<file path="src/rtl/core/alir_pkg.sv">
// shared types and constants of the array list block
`default_nettype none

package alir_pkg;

  localparam int VALUE_W = 32;
  localparam int FUNC_W  = 3;
  localparam int POS_W   = 11;
  localparam int INDEX_W = 10;
  localparam int STAT_W  = 2;

  localparam logic [FUNC_W-1:0] FN_PUSH_TAIL = 3'd0;
  localparam logic [FUNC_W-1:0] FN_POP_TAIL  = 3'd1;
  localparam logic [FUNC_W-1:0] FN_PUSH_HEAD = 3'd2;
  localparam logic [FUNC_W-1:0] FN_POP_HEAD  = 3'd3;
  localparam logic [FUNC_W-1:0] FN_INSERT    = 3'd4;

  localparam logic [STAT_W-1:0] STAT_OK    = 2'd0;
  localparam logic [STAT_W-1:0] STAT_FULL  = 2'd1;
  localparam logic [STAT_W-1:0] STAT_EMPTY = 2'd2;
  localparam logic [STAT_W-1:0] STAT_BAD   = 2'd3;

  typedef struct packed {
    logic               ins;
    logic               del;
    logic [VALUE_W-1:0] value;
  } cell_cmd_t;

endpackage

`default_nettype wire

</file>
<file path="src/rtl/core/alir_cell.sv">
// one list cell: holds a word, loads, shifts up from the left or down from the right
`default_nettype none

module alir_cell #(
  parameter int AW  = 10,
  parameter int IDX = 0
) (
  input  wire logic                          clk_i,
  input  wire alir_pkg::cell_cmd_t           cmd_i,
  input  wire logic [AW-1:0]                 pos_i,
  input  wire logic [alir_pkg::VALUE_W-1:0]  left_i,
  input  wire logic [alir_pkg::VALUE_W-1:0]  right_i,
  output logic      [alir_pkg::VALUE_W-1:0]  data_o
);
  import alir_pkg::*;

  localparam logic [AW-1:0] MY_IDX = AW'(IDX);

  logic [VALUE_W-1:0] data_q;
  logic [VALUE_W-1:0] data_d;

  always_comb begin
    data_d = data_q;
    if (cmd_i.ins) begin
      if (MY_IDX == pos_i) begin
        data_d = cmd_i.value;
      end else if (MY_IDX > pos_i) begin
        data_d = left_i;
      end
    end else if (cmd_i.del) begin
      data_d = right_i;
    end
  end

  always_ff @(posedge clk_i) begin
    data_q <= data_d;
  end

  assign data_o = data_q;

endmodule

`default_nettype wire

</file>
<file path="config.mk">
export PLATFORM = sky130hd
export DESIGN_NAME = alir_cell
export DESIGN_NICKNAME = d
export VERILOG_FILES = /design/src/rtl/core/alir_pkg.sv /design/src/rtl/core/alir_cell.sv
export SDC_FILE = /design/constraint.sdc
export NUM_CORES = 1
export LEC_CHECK = 0
export BUFFER_PORTS_ARGS = -buffer_cell sky130_fd_sc_hd__buf_4
export CAP_MARGIN = 20
export CORE_MARGIN = 8
export CORE_UTILIZATION = 38
export CTS_CLUSTER_SIZE = 14
export DETAILED_ROUTE_END_ITERATION = 8
export PLACE_DENSITY = 0.77
export SETUP_SLACK_MARGIN = 0.02
export SLEW_MARGIN = 10
export SYNTH_ARGS = -nofsm -noshare
export SYNTH_HDL_FRONTEND = slang
export SYNTH_SLANG_ARGS = --single-unit
export TNS_END_PERCENT = 10
</file>
<file path="constraint.sdc">
create_clock -name clk_i -period 3.4 [get_ports clk_i]
set_clock_uncertainty 0.1 [all_clocks]
set_input_delay 0.34 -clock clk_i [delete_from_list [all_inputs] [get_ports clk_i]]
set_output_delay 0.34 -clock clk_i [all_outputs]
set_load 0.1 [all_outputs]
</file>
# Yosys cells after proc, flatten, opt, wreduce, memory -nomap -nowiden
# Index checks and enable logic that the tools add are counted.
# word_totals
regBits	32
in_bits	109
out_inout_bits	32
# classes
order_cmp	1
eq_ne	1
n_mux	4
reduce_logical	3
# ops
op	n
two-way mux 32 bit	4
greater-than comparator 1 x 10 -> 1 bit, first input constant	1
logical NOT 10 bit	1
!= test 3 x 1 -> 1 bit, second input constant	1
AND reduction 2 bit	1
nonzero test 2 bit	1

# Depth between registers and ports, before layout
# Gate-level depths: netlist of run 1.
# logic_depth
depth_word	4
depth_mapped	5
depth_no_buf	3

# Least setup slack after synthesis of run 1
# OpenSTA, ideal clock, no wires.
# synth_timing
path_kind	input port to flip-flop
from	in cmd_i[33] (netlist bit)
to	reg data_q[0] (netlist: data_o[0]) (enable)
arrival_time_ns	3.051
t_required_ns	2.834
setup_slack_ns	-0.217
path_stages	3
n_path_buf	2
path_cell_list	clkbuf_1 > clkbuf_1 > o21ai_0
# synth_between
elab_chain_cells	2
# synth_lines
element	line	rtl
start, declared	alir_cell.sv:9	input wire alir_pkg::cell_cmd_t cmd_i,
!= test 3 x 1 -> 1 bit (no line) / nonzero test 2 bit (equally long branches)	n/a	
AND reduction 2 bit (no line) (*)	n/a	
end signal, assigned	alir_cell.sv:36	data_q <= data_d;
end, declared	alir_cell.sv:19	logic [VALUE_W-1:0] data_q;
# Mark *: on every way between the ends. The rest lies on a longest branch, timed or not.
# A chain may end at the register's enable or synchronous reset.

# Worst setup path in the final report of run 1
# layout_timing
from	in pos_i[3]
to	reg data_q[20] (netlist: data_o[20]), data pin
# layout_between
elab_chain_cells	3
# layout_lines
element	line	rtl
start, declared	alir_cell.sv:10	input wire logic [AW-1:0] pos_i,
logical NOT 10 bit	alir_cell.sv:25	if (MY_IDX == pos_i) begin
two-way mux 32 bit	alir_cell.sv:25	
two-way mux 32 bit	alir_cell.sv:24	if (cmd_i.ins) begin
net data_d[20]	alir_cell.sv:20	logic [VALUE_W-1:0] data_d;
# The timed path passes the listed nets, and every way through them passes these cells.

==> impl_metrics.yaml, run 1 <==
run_status:
  status: "completed"
global_route:
  grt.overflow.total: 0
  grt_pass1_vias: 2246
  grt_pass1_wl_mm: 12.0
  antenna_found_initial: 0
  grt_max_degree: 67
  grt.total_usage_pct: 17.8
floorplanning:
  die_y_um: 90.9
  dieArea_um2: 8260
  die_w_um: 90.9
  io_pins: 141
  core_area_um2: 5470
  rows: 27
  start_util_pct: 38.9
worst_setup_path:
  worstSetupPathType: "primary input to flop"
  required_ps: 3300
  cp-start-kind: "primary input"
  cp_max_fo: 32
  critPathSlowestCell: "or4_2"
  cpPeakStageDelay_ps: 1130
  worstSetupEndpointType: "flop"
  cp.arrival_ps: 2100
  critPathBufInv: 1
  cp_top_family: "simple AND/OR/NAND/NOR gates"
  path_cells: "buf_4, or4_2, o31ai_2, a31oi_1"
sta:
  rsz0062_at_grt: "no"
  clock.fmax_ghz: 0.453
  tightestPinTransition_ps: 1060
  hold_slack_ps: 308
  fin_tns_setup_ps: 0
  slew_headroom_pct: 28.9
  period_needed_ps: 2210
  hold_viol: 0
  setup_violations: 0
  drv_slew: 0
  fin_crit_sh_pct: 64.9
place:
  io_buffers: 140
  dp_hpwl_mm: 5.31
  routabilityCongestion: 0.768
  dp_cells: 384
clock_network:
  cts_tree: "built"
  clock_path_buffers: 2
  cts_inserted_buffers: 5
  clkSinkCount: 32
  hold_buffers: 0
  cts-htree-levels: 2
  ctsResizeCount: 0
  clock-root-buffer: "clkbuf_8"
  post_cts.repair.setup_buffers: 0
  clk_pin_slew_ps: 70
layout:
  largest_reg_flops: 32
  syn2layout_area_growth_pct: 52.3
  antenna_cells: 0
  final_nets: 428
  fillers: 485
  final_cells: 392
  drive_above_1_share_pct: 58.1
drt:
  dr_total_vias: 2219
  met3_length_um: 543
  first_pass_iters: 4
  m1WireLength_mm: 2.99
  wl_per_cell_um: 19.7
  detail_route.vias_per_cell: 5.66
  maxUsedRoutingLayer: "met4"
  drc_errors: 0
  drt_iter0_drc: 184
  postRouteAntennaNets: 0
  finalWirelength_mm: 7.72
  wl_met2_mm: 4.08
logic_synthesis:
  netlist_instances: 197
  yosys_warnings: 0
  avgSynthCellArea_um2: 10.8
  synthFlopType: "edfxtp_1"
  async_flop_share_pct: 0
  syn_area_um2: 2130
  synth_edf_count: 32
  synth_nets: 306
  ys_seq_area_share_pct: 45.1
  yosys-top-cells-count: "nand4_1 (33), nor2_1 (33), a31oi_1 (32), edfxtp_1 (32), o31ai_2 (30)"
  ys_types: 17
  synthTopCellsByArea: "edfxtp_1 (45%), o31ai_2 (18%), nand4_1 (9.7%)"
  netlist.area_leader.share_pct: 45.1
  ys_ff_latch: 32
  synth_top_area_cell: "edfxtp_1"
job:
  drv_cap: 0
min_path:
  hp-class: "primary input to flop"
pwr:
  p_per_area_nw_per_um2: 397
  ir_drop_v: 0.000201
  p_leak_nw: 1.25
## cell type report
class                      count  area (um^2)  share of cell area, %
multi-input combinational    136         1010                   31.1
clock inverter                 3         37.5                   1.16
inverter                       1         3.75                  0.116
tap                           72         90.1                   2.78
sequential                    32          961                   29.6
clock buffer                   5         68.8                   2.12
timing repair buffer         143         1070                   33.1
## cells by family after synthesis
logic type | Yosys count | share of synthesized area, %
AND/OR/NAND/NOR | 71 | 17.9
buffers and inverters | 29 | 9.05
AO/OA/AOI/OAI | 65 | 28.0
flip-flops | 32 | 45.1
## placed cells by master, fill, tap and decap left out
cell type | netlist | layout
nor2_2 | 0 | 1
or2_2 | 1 | 1
inv_1 | 1 | 1
edfxtp_1 | 32 | 32
nand4_1 | 33 | 33
buf_4 | 6 | 143
nor2_1 | 33 | 32
a31oi_1 | 32 | 32
bufinv_16 | 0 | 1
nor4_4 | 0 | 2
o31ai_1 | 2 | 2
clkbuf_8 | 0 | 5
o21ai_4 | 0 | 1
clkinv_1 | 0 | 2
o31ai_2 | 30 | 30
or4_4 | 1 | 1
or4_2 | 0 | 1
## path summary, 6_finish.rpt
check	startpoint	end	slack (ps)	cells after the start
hold / removal	right_i[27]	data_o[27]	310	3
setup / recovery	pos_i[3]	data_o[20]	1190	4
## per-stage QoR
step	util, %	total power, W	cell area [um^2]	setup slack (ps)
2_1_floorplan	-	0.000783	2130	652
4_1_cts	59.3	0.00130	3240	1210
3_5_place_dp	57.3	0.000943	3140	909
3_3_place_gp	57.3	0.000937	3140	939
5_1_grt	59.3	0.00133	3240	1060
6_report	59.3	0.00129	3240	1190
## where the power goes
part	total, W	switching [W]	internal (W)
Combinational	0.000456	0.000313	0.000143
Sequential	0.000478	0.00000812	0.000470
Clock	0.000351	0.000138	0.000213
## metal layers
| metal | vias up | GRT usage, % |
|---|---|---|
| met5 | - | 0 |
| met4 | 0 | 5.32 |
| li1 | 1043 | - |
| met3 | 8 | 4.90 |
| met1 | 1067 | 20.6 |
| met2 | 101 | 31.0 |
(Power assumes the default switching activity.)
==> run 2, diff against run 1 <==
- CORE_UTILIZATION: 38 -> 42
- PLACE_DENSITY: 0.77 -> 0.8
- clock period: 3.4 -> 2.25 ns (I/O delays scaled with it)
==> run 2 against run 1 <==
First-iteration DRC count fell by 13%. Power rose by 43%. Utilization rose by 5.4 points. Worst setup slack got worse by 660 ps. Sequential share of layout area barely moved. Critical path depth rose by 1. Wire length fell by 3.1%. Critical path type unchanged. Largest cell class unchanged. Largest power group unchanged.
==> impl_metrics.yaml, run 2 (synthesis gave the netlist of run 1 again) <==
run_status:
  status: "completed"
worst_setup_path:
  cp_max_fo: 15
  cp.arrival_ps: 1620
  required_ps: 2150
  worstSetupEndpointType: "flop"
  cp-start-kind: "primary input"
  worstSetupPathType: "primary input to flop"
floorplanning:
  rows: 26
  core_area_um2: 5010
  io_pins: 141
  die_w_um: 87.2
  die_y_um: 87.2
  start_util_pct: 42.5
  dieArea_um2: 7600
layout:
  final_common_cell: "buf_4"
  fillers: 455
  design_area_um2: 3240
  most-common-layout-cells: "buf_4 (146), nand4_1 (33), nor2_1 (32), a31oi_1 (32), edfxtp_1 (32)"
  final_core_util_pct: 64.7
  largest_reg_flops: 32
  final_nets: 431
  antenna_cells: 0
  drive_above_1_share_pct: 58.8
  final_cells: 393
  syn2layout_area_growth_pct: 52.1
drt:
  detail_route.vias_per_cell: 5.50
  wl_per_cell_um: 19.0
  first_pass_iters: 4
  drt_iter0_drc: 160
  dr_total_vias: 2162
  postRouteAntennaNets: 0
  finalWirelength_mm: 7.48
  drc_errors: 0
sta:
  tightestPinTransition_ps: 1010
  period_needed_ps: 1720
  drv_slew: 0
  rsz0062_at_grt: "no"
  hold_viol: 0
  setup_violations: 0
  fin_tns_setup_ps: 0
  clock.fmax_ghz: 0.583
  slew_headroom_pct: 32.7
  fin_crit_sh_pct: 76.3
clock_network:
  clk_pin_slew_ps: 70
  ctsResizeCount: 0
  cts_inserted_buffers: 5
  cts-htree-levels: 2
  clkSinkCount: 32
  hold_buffers: 0
  clock-root-buffer: "clkbuf_8"
  clock_path_buffers: 2
  post_cts.repair.setup_buffers: 0
  cts_tree: "built"
place:
  dp_hpwl_mm: 5.34
  io_buffers: 140
  routabilityCongestion: 0.783
  dp_cells: 385
  placed_area_um2: 3160
pwr:
  p_per_area_nw_per_um2: 566
  p_leak_nw: 1.26
  ir_drop_v: 0.000246
  total_power_w: 0.00183
min_path:
  whs_endpoint: "data_o[25]"
  hold_start: "right_i[25]"
  whs_path_depth: 3
  hp-class: "primary input to flop"
global_route:
  grt.total_usage_pct: 19.1
  grt.overflow.total: 0
  antenna_found_initial: 0
  grt_pass1_wl_mm: 11.3
  grt_pass1_vias: 2228
  grt_max_degree: 43
job:
  drv_cap: 0
run 2: through the flow:
| stage | worst slack [ps] | hold slack (ps) |
|---|---|---|
| floorplan | 208 | 374 |
| global placement | 266 | 462 |
| detailed placement | 239 | 470 |
| CTS | 538 | 179 |
| global route | 493 | 172 |
| finish | 534 | 186 |
run 2: worst max-delay path by stage:
stage / from / to / slack (ps) / depth (start not counted)
2_1_floorplan: pos_i[9] / data_o[0] / 210 / 4
3_3_place_gp: pos_i[3] / data_o[20] / 270 / 5
3_5_place_dp: pos_i[3] / data_o[0] / 240 / 5
4_1_cts: pos_i[3] / data_o[22] / 540 / 5
5_1_grt: pos_i[3] / data_o[22] / 490 / 5
6_report: pos_i[3] / data_o[22] / 530 / 5
run 2: worst max-delay path, cell delays in order:
cell and delay, ps:
buf_4 120, or4_2 680, buf_4 240, o31ai_2 230, a31oi_1 130
run 2: area by class of cell:
class | instances | area (um^2) | area share [%]
clock buffer | 5 | 68.8 | 2.12
clock inverter | 3 | 13.8 | 0.425
inverter | 1 | 3.75 | 0.116
multi-input combinational | 136 | 1010 | 31.1
sequential | 32 | 961 | 29.7
tap | 70 | 87.6 | 2.70
timing repair buffer | 146 | 1100 | 33.8
run 2: report_power, final:
group	internal [W]	leakage, nW	switching, W
logic	0.000219	0.906	0.000472
registers	0.000710	0.306	0.0000109
clock network	0.000210	0.0453	0.000211
total	0.00114	1.26	0.000694
run 2: layer usage:
layer | routed length [um] | vias up | global-route usage [%]
met3 | 527 | 12 | 5.47
met1 | 2790 | 1008 | 21.0
met4 | 172 | 0 | 7.03
met5 | 0 | - | 0
li1 | - | 1051 | -
met2 | 3990 | 91 | 34.1
==> run 3, diff against run 2 <==
- clock period: 2.25 -> 1.7 ns (I/O delays scaled with it)
==> run 3 against run 2 <==
Combinational power increased by 40%. Non-clock buffer count increased by 17. Power increased by 44%. Global-route usage increased by 0.33 points. Design area increased by 7.0%. Wire length increased by 3.0%. Hold slack got worse by 64 ps. Final cell count increased by 4.3%.
==> impl_metrics.yaml, run 3 (synthesis gave the netlist of run 1 again) <==
worst_setup_path:
  cp.arrival_ps: 1590
  cp-startpoint: "pos_i[3]"
  crit_path_end: "data_o[0]"
  worstSetupPathType: "primary input to flop"
  worstSetupEndpointType: "flop"
  cp_max_fo: 16
  cp-start-kind: "primary input"
  required_ps: 1630
layout:
  drive_above_1_share_pct: 60.9
  most-common-layout-cells: "buf_4 (157), nand4_1 (33), nor2_1 (32), a31oi_1 (32), edfxtp_1 (32)"
  syn2layout_area_growth_pct: 62.8
  final_common_cell: "buf_4"
  final_nets: 448
  largest_reg_flops: 32
  final_cells: 410
  antenna_cells: 0
  final_core_util_pct: 69.2
  design_area_um2: 3470
sta:
  slew_headroom_pct: 80.7
  tightestPinTransition_ps: 287
  fin_crit_sh_pct: 97.7
  clock.fmax_ghz: 0.602
  hold_slack_ps: 122
  setup_violations: 0
  finalWorstSetupSlack_ps: 39.2
  period_needed_ps: 1660
  drv_slew: 0
  rsz0062_at_grt: "yes"
  hold_viol: 0
clock_network:
  clock-root-buffer: "clkbuf_8"
  cts_inserted_buffers: 5
  clk_pin_slew_ps: 70
  clkSinkCount: 32
  clock_path_buffers: 2
  hold_buffers: 0
  cts-htree-levels: 2
  cts_tree: "built"
  post_cts.repair.setup_buffers: 0
global_route:
  antenna_found_initial: 0
  grt.overflow.total: 0
  grt_pass1_vias: 2315
  grt_max_degree: 22
  grt_pass1_wl_mm: 11.6
  grt.total_usage_pct: 19.5
floorplanning:
  die_y_um: 87.2
  rows: 26
  dieArea_um2: 7600
  die_w_um: 87.2
  start_util_pct: 42.5
  io_pins: 141
  core_area_um2: 5010
place:
  placed_area_um2: 3360
  io_buffers: 140
  post-place-ws_ps: -274
  dp_hpwl_mm: 6.04
  dp_cells: 402
  routabilityCongestion: 0.782
pwr:
  clkPwrFrac_pct: 27.3
  p_per_area_nw_per_um2: 762
  p_leak_nw: 1.38
  seq_power_share_pct: 36.1
  comb_power_share_pct: 36.6
  swShare_pct: 35.6
  power_switching_w: 0.000940
  ir_drop_v: 0.000452
  power.internal_w: 0.00170
job:
  drv_cap: 0
drt:
  finalWirelength_mm: 7.70
  postRouteAntennaNets: 0
  dr_total_vias: 2275
  detail_route.vias_per_cell: 5.55
  drt_iter0_drc: 146
  first_pass_iters: 4
  drc_errors: 0
  wl_per_cell_um: 18.8
min_path:
  hp-class: "primary input to flop"
run_status:
  status: "completed"
[run 3: power groups by stage]
stage / registers (W) / clock network, W / logic [W]
2_1_floorplan: 0.00138 / 0 / 0.000186
3_3_place_gp: 0.000969 / 0 / 0.000954
3_5_place_dp: 0.000971 / 0 / 0.000965
4_1_cts: 0.000954 / 0.000729 / 0.000967
5_1_grt: 0.000960 / 0.000753 / 0.00100
6_report: 0.000954 / 0.000722 / 0.000966
[run 3: repair_timing]
| item | 4_1_cts | 5_1_grt |
|---|---|---|
| setup endpoints to repair | 0 | 3 |
| hold endpoints to repair | 0 | 0 |
| gates resized for setup | 0 | 0 |
[run 3: critical path, cell delays in order]
cell and delay, ps:
buf_4 120, or4_2 670, buf_4 240, o31ai_1 250, a31oi_1 130
[run 3: worst min path at each step]
stage                           start          to  slack, ps  cells past startpoint
after floorplan            right_i[0]   data_o[0]        320                      2
after global placement     right_i[8]   data_o[8]        410                      3
after detailed placement   right_i[6]   data_o[6]        410                      3
after CTS                 right_i[25]  data_o[25]        120                      3
after global routing      right_i[31]  data_o[31]        130                      3
final                     right_i[25]  data_o[25]        120                      3
[run 3: through the flow]
| step | setup TNS, ps | power [W] |
|---|---|---|
| 2_1_floorplan | 0 | 0.00157 |
| 3_3_place_gp | -5320 | 0.00192 |
| 3_5_place_dp | -6160 | 0.00194 |
| 4_1_cts | 0 | 0.00265 |
| 5_1_grt | -2.56 | 0.00272 |
| 6_report | 0 | 0.00264 |
[run 3: layout make-up]
cell class                 count  area [um^2]
fill                         413         1540
multi-input combinational    136         1010
clock buffer                   6         72.6
inverter                       1         3.75
tap                           70         87.6
sequential                    32          961
timing repair buffer         163         1300
clock inverter                 2         35.0
[run 3: metal layers]
layer / vias up / track usage [%] / routed length (um)
li1: 1084 / - / -
met1: 1072 / 23.1 / 3050
met2: 113 / 34.2 / 4010
met3: 6 / 3.96 / 537
met4: 0 / 5.94 / 97
met5: - / 0 / 0
